File: src/sv/spis_pkg.sv
package spis_pkg;

    // Default sizes of the string store and the query buffer
    localparam int STORE_BYTES_DEF = 4096;
    localparam int MAX_QUERY_DEF   = 256;

    // Field widths of the words on the ports
    localparam int LIMIT_W  = 13;
    localparam int STATUS_W = 3;
    localparam int OFFSET_W = 12;
    localparam int COUNT_W  = 13;

    localparam logic [LIMIT_W-1:0] LIMIT_RESET = 13'd4096;

    // Command codes
    localparam logic [1:0] CMD_SEARCH = 2'd0;
    localparam logic [1:0] CMD_INTERN = 2'd1;
    localparam logic [1:0] CMD_CLEAR  = 2'd2;
    localparam logic [1:0] CMD_NONE   = 2'd3;

    // Status codes
    localparam logic [STATUS_W-1:0] ST_OK         = 3'd0;
    localparam logic [STATUS_W-1:0] ST_NOT_FOUND  = 3'd1;
    localparam logic [STATUS_W-1:0] ST_NO_ROOM    = 3'd2;
    localparam logic [STATUS_W-1:0] ST_CLEAR_DONE = 3'd3;
    localparam logic [STATUS_W-1:0] ST_TOO_LONG   = 3'd4;

    typedef struct packed {
        logic [1:0] command;
        logic       has_char;
        logic [7:0] char_byte;
        logic       last_char;
    } in_word_t;

    typedef struct packed {
        logic [STATUS_W-1:0] status;
        logic [OFFSET_W-1:0] offset;
        logic [COUNT_W-1:0]  bytes_used;
        logic [COUNT_W-1:0]  bytes_free;
    } out_word_t;

endpackage

File: src/sv/spis_query.sv
module spis_query #(
    parameter int MAX_QUERY = spis_pkg::MAX_QUERY_DEF,
    parameter int QAW       = (MAX_QUERY > 1) ? $clog2(MAX_QUERY) : 1,
    parameter int QLW       = $clog2(MAX_QUERY + 1)
) (
    input  logic                 clk,
    input  logic                 rst_n,
    input  logic                 take,
    input  spis_pkg::in_word_t   item,
    input  logic [QAW-1:0]       rd_addr,
    output logic [QLW-1:0]       len_now,
    output logic                 ovf_now,
    output logic [7:0]           rd_data
);

    localparam int QDEPTH = 1 << QAW;

    logic [7:0]     qbuf_mem [QDEPTH];
    logic [7:0]     rd_data_reg;
    logic [QLW-1:0] len_reg;
    logic           ovf_reg;
    logic           add_char;
    logic           room;
    logic           wr_en;

    // Collect a character when the word carries a nonzero one
    assign add_char = take && item.has_char && (item.char_byte != 8'd0);
    assign room     = (len_reg != QLW'(MAX_QUERY));
    assign wr_en    = add_char && room;
    assign len_now  = wr_en ? len_reg + 1'b1 : len_reg;
    assign ovf_now  = ovf_reg | (add_char & ~room);
    assign rd_data  = rd_data_reg;

    // Track length and overflow; empty the query after the last word
    always_ff @(posedge clk or negedge rst_n)
    begin
        if (!rst_n)
        begin
            len_reg <= '0;
            ovf_reg <= 1'b0;
        end
        else if (take)
        begin
            if (item.last_char)
            begin
                len_reg <= '0;
                ovf_reg <= 1'b0;
            end
            else
            begin
                len_reg <= len_now;
                ovf_reg <= ovf_now;
            end
        end
    end

    // Query buffer: one write, one registered read
    always_ff @(posedge clk)
    begin
        if (wr_en)
        begin
            qbuf_mem[len_reg[QAW-1:0]] <= item.char_byte;
        end
        rd_data_reg <= qbuf_mem[rd_addr];
    end

endmodule
File: config.mk
export PLATFORM = sky130hd
export DESIGN_NAME = spis_query
export DESIGN_NICKNAME = d
export VERILOG_FILES = /design/src/sv/spis_pkg.sv /design/src/sv/spis_query.sv
export SDC_FILE = /design/constraint.sdc
export NUM_CORES = 2
export LEC_CHECK = 0
export BUFFER_PORTS_ARGS = -buffer_cell sky130_fd_sc_hd__buf_2
export CAP_MARGIN = 10
export CORE_MARGIN = 4
export CORE_UTILIZATION = 40
export CTS_BUF_LIST = sky130_fd_sc_hd__clkbuf_4 sky130_fd_sc_hd__clkbuf_8
export CTS_CLUSTER_DIAMETER = 50
export CTS_CLUSTER_SIZE = 28
export DETAILED_ROUTE_END_ITERATION = 7
export GPL_ROUTABILITY_DRIVEN = 0
export MAX_ROUTING_LAYER = met4
export PLACE_DENSITY = 0.57
export SLEW_MARGIN = 20
export SYNTH_ARGS = -nofsm -noshare
export SYNTH_HDL_FRONTEND = slang
export SYNTH_SLANG_ARGS = --single-unit
File: constraint.sdc
create_clock -name clk -period 3.4 [get_ports clk]
set_clock_uncertainty 0.15 [all_clocks]
set_input_delay 0.68 -clock clk [delete_from_list [all_inputs] [get_ports clk]]
set_output_delay 0.68 -clock clk [all_outputs]
set_load 0.02 [all_outputs]
==> Word level (Yosys, flattened, before mapping) <==
Memory sizes are Yosys's and may differ from the RTL's. A register that Yosys moved wholly into a read port is not among the register bits.
Index checks and enable logic that the tools add are counted.
W data, S select, Z words.
{ "word_totals": {"mem_count": 1, "ram_bits": 2048, "input_bits": 23, "regBits": 10, "word_cells": 17, "output_inout_bits": 18} }
{ "op_classes": {"bitwise": 3, "n_mux": 5, "n_reduce_logical": 4, "eq_ne": 1, "n_addsub": 1} }
{ "mem_list": {"columns": ["name", "words", "word_bits", "read_ports", "rd_ports_with_merged_regs", "write_ports", "line_no", "text"], "rows": [
  ["qbuf_mem", 256, 8, 1, 1, 1, "spis_query.sv:18", "logic [7:0] qbuf_mem [QDEPTH];"]
]} }
{ "op_table": {"columns": ["operator", "n"], "rows": [
  ["$mux W9", 2],
  ["$add A9 B1 Y9 const B", 1],
  ["$ne A9 B9 Y1 const B", 1],
  ["$reduce_bool A8 Y1", 1],
  ["$logic_and A1 B1 Y1", 3],
  ["$mux W1", 3],
  ["$and A1 B1 Y1", 1],
  ["$not A1 Y1", 1],
  ["$or A1 B1 Y1", 1]
]} }

==> Logic depth before layout (Yosys ltp) <==
{ "depth": {"ltp_word": 5, "ltp_mapped": 11} }

==> Worst setup path after synthesis <==
No wires, ideal clock.
{ "synth_timing": {"path_kind": "input to output", "start": "in item[6] (netlist bit)", "end": "out len_now[8]", "path_buffers": 0, "stages": 4, "path_slack_ns": 0.217, "arrival_ns": 2.353, "required_ns": 2.570, "cell_sequence": "or4_1 o2111ai_1 nor2_1 xor2_1"} }
{ "synth_via": {"elab_chain_len": 4} }
{ "synth_rtl": {"columns": ["item", "line_no", "text"], "rows": [
  ["start: declaration", "spis_query.sv:9", "input spis_pkg::in_word_t item,"],
  ["$reduce_bool A8 Y1", "spis_query.sv:27", "assign add_char = take && item.has_char && (item.char_byte != 8'd0);"],
  ["$logic_and A1 B1 Y1", "spis_query.sv:27", null],
  ["$logic_and A1 B1 Y1", "spis_query.sv:29", "assign wr_en = add_char && room;"],
  ["$mux W9", "spis_query.sv:30", "assign len_now = wr_en ? len_reg + 1'b1 : len_reg;"],
  ["end: declaration", "spis_query.sv:11", "output logic [QLW-1:0] len_now,"]
]} }
No other way between the ends.

==> Worst setup path after layout <==
{ "layout_timing": {"start": "reg len_reg[7]", "end": "out len_now[1]"} }
{ "layout_via": {"elab_chain_len": 3} }
{ "layout_rtl": {"columns": ["item", "line_no", "text"], "rows": [
  ["start: declaration", "spis_query.sv:20", "logic [QLW-1:0] len_reg;"],
  ["start signal: assignment", "spis_query.sv:51", "len_reg <= len_now;"],
  ["$ne A9 B9 Y1", "spis_query.sv:28", "assign room = (len_reg != QLW'(MAX_QUERY));"],
  ["$logic_and A1 B1 Y1", "spis_query.sv:29", null],
  ["$mux W9", "spis_query.sv:30", null]
]} }
No other way between the ends.

==> metrics <==
outcome finished, violations left; failing checks setup timing; RSZ-0062 raised after global routing yes; Die ar. 206,400 µm²; maximum VDD drop 0.0003203 V; Die Wd 454.3 µm; multi-input logic area 16,820 µm²; later-pin clock latency in the skew report 0.99 ns; CTS Buf Count 171; vias in the first global route 39,590; PD cells 517.9 nW/µm²; critical path type flop to primary output; post-synth top area share 77.18%; GRT Total Usage 20.32%; htree depth 4; hpwl dp 130.0 mm; Fillers 16,630; Seq. cell area 61,910 µm²; Warnings, synthesis 0; 1st-iter DRT viols 4,296; final core occ 45.63%; Yosys cell types 63; Main synth FF type edfxtp_1; initial antenna violation count 5; synth top area cells edfxtp_1 77%, mux4_2 13%, a22oi_1 1.6%, mux2i_1 1.6%, nor2_1 1.3%; Crit Path Max Fanout 5; Max-slew headroom 22.30%; Syn Inst Count 3,806; HP Class input port to flop; vias per std cell 5.704; Root Driver clkbuf_8; Fin Hold WS 0.1517 ns; maxcap violations 0; DR vias 39,480; Post-synth EDFFs 2,048; leakage power 27.89 nW; Final setup viols 5; asr flop ratio synth 0.4840%; post-synthesis sequential area ratio 77.69%; FP Rows 163; average cell area after synthesis 20.94 µm²; Setup WS post-layout -0.3066 ns; fin. max-slew vios 0; layout cell share with drive strength beyond 1 28.17%; CP Launch Type flop; Clock transition at path regs 0.11 ns; core area 197,600 µm²; WL final 205.3 mm; most frequent cells in the layout 2,048 x edfxtp_1, 446 x mux4_2, 278 x nor2_1, 259 x buf_4, 174 x clkbuf_8; max FFs per register 2,048; Final Total Pwr 46.70 mW; post-synthesis register bit count 2,066; syn_nets 3,833; Antenna Nets Post-Route 0; setup tns final -1.094 ns; data arrival time of the worst path 2.88 ns; Initial Util 40.32%; Worst Path Required 2.57 ns; placed cell area 85,720 µm²; DRC viols 0; DR pass1 iterations 7; min Tclk post-route 3.707 ns; first-pass GRT wire length 293.0 mm; Worst setup EP type primary output; post-synth top area cell edfxtp_1; clk sinks 2,066; Worst-Margin Slew 1.165 ns; Buffers on Ports 38; CTS tree yes; gr ovfl total 0; design area 90,180 µm²; Wirelength per Cell 29.65 µm; fin crit share 109.0%; final hold vios 0; Post-Synthesis Cell Area 79,690 µm²; I/O pins 41; Area Overhead vs Synth 13.16%; Die Y 454.3 µm; Max Freq 269.8 MHz; most common cell after layout, fill and taps aside edfxtp_1; CTS max path bufs 3; final-stage net count 4,154; largest net degree at the start of global routing 194
-- kinds of logic (layout without fill, tap and decap cells) --
group	Yosys count	after routing	share of synthesized area (%)
flops	2066	2066	77.69
mux	578	578	14.28
compound gates	459	459	3.929
simple gates	445	445	2.487
buf+inv	246	718	1.467
xor+xnor	8	8	0.08793
fa+ha+maj	4	4	0.06281
other cells	0	4	0
-- stage by stage --
stage | cells | setup slack [ns]
final | 6922 | -0.3066
after global routing | 6921 | -0.4338
after CTS | 6907 | -0.4670
after detailed placement | 6572 | -0.6040
after global placement | 6572 | -0.6453
after floorplan | 3806 | 0.2173
-- area by class of cell --
| class | instances | share of cell area, % |
|---|---|---|
| antenna | 4 | 0.01110 |
| sequential | 2066 | 68.66 |
| inverter | 9 | 0.03746 |
| timing repair buffer | 385 | 4.416 |
| multi-input combinational | 1494 | 18.66 |
| clock inverter | 145 | 1.865 |
| clock buffer | 179 | 2.690 |
| tap | 2640 | 3.663 |
-- cells in the mapped netlist, drive strengths merged (25+ instances only) --
cell type	count
buf	107
mux4	446
o22ai	25
o221ai	39
edfxtp	2048
a22oi	173
o21ai	26
nor4	26
nor2	285
clkbuf	130
nand2	42
mux2i	124
a21oi	127
-- metal layers --
layer	GRT usage, %	share of wire, %
met5	-	0
met4	5.769	2.8
met3	3.017	6.0
met2	31.89	49
met1	27.93	42
-- power breakdown --
part,leakage (nW),internal [mW],switching [mW],total [mW]
sequential,18.6,28.0,0.0427,28.0
clock,2.02,6.32,9.64,16.0
combinational,7.27,1.05,1.68,2.73
-- worst paths after layout --
path | start | end | slack, ns | cells after the start
worst max-delay path | len_reg[7] | len_now[1] | -0.31 | 7
worst min-delay path | item[3] | qbuf_mem[209][2] | 0.15 | 2
worst max register to register | len_reg[5] | qbuf_mem[58][1] | 0.18 | 7
worst min register to register | ovf_reg | ovf_reg | 0.41 | 2
max in group asynchronous | rst_n | len_reg[2] | 2.16 | 3
min in group asynchronous | rst_n | len_reg[5] | 0.58 | 3
-- worst max-delay path: stages, from the launching register on --
cell and delay (ns):
dfrtp_1 0.39, or4_4 0.55, or4_4 0.44, and2_4 0.19, buf_6 0.11, nand2_2 0.04, o21ai_2 0.06, buf_6 0.13
-- what timing repair did --
action | in CTS | in global routing
hold endpoints to repair | 59 | 0
hold buffers | 7 | 0
pin swaps | 6 | 2
resized for setup | 24 | 20
buffers inserted | 4 | 12
endpoints found under the setup margin | 16 | 12
Power figures use the tool's default switching activity.
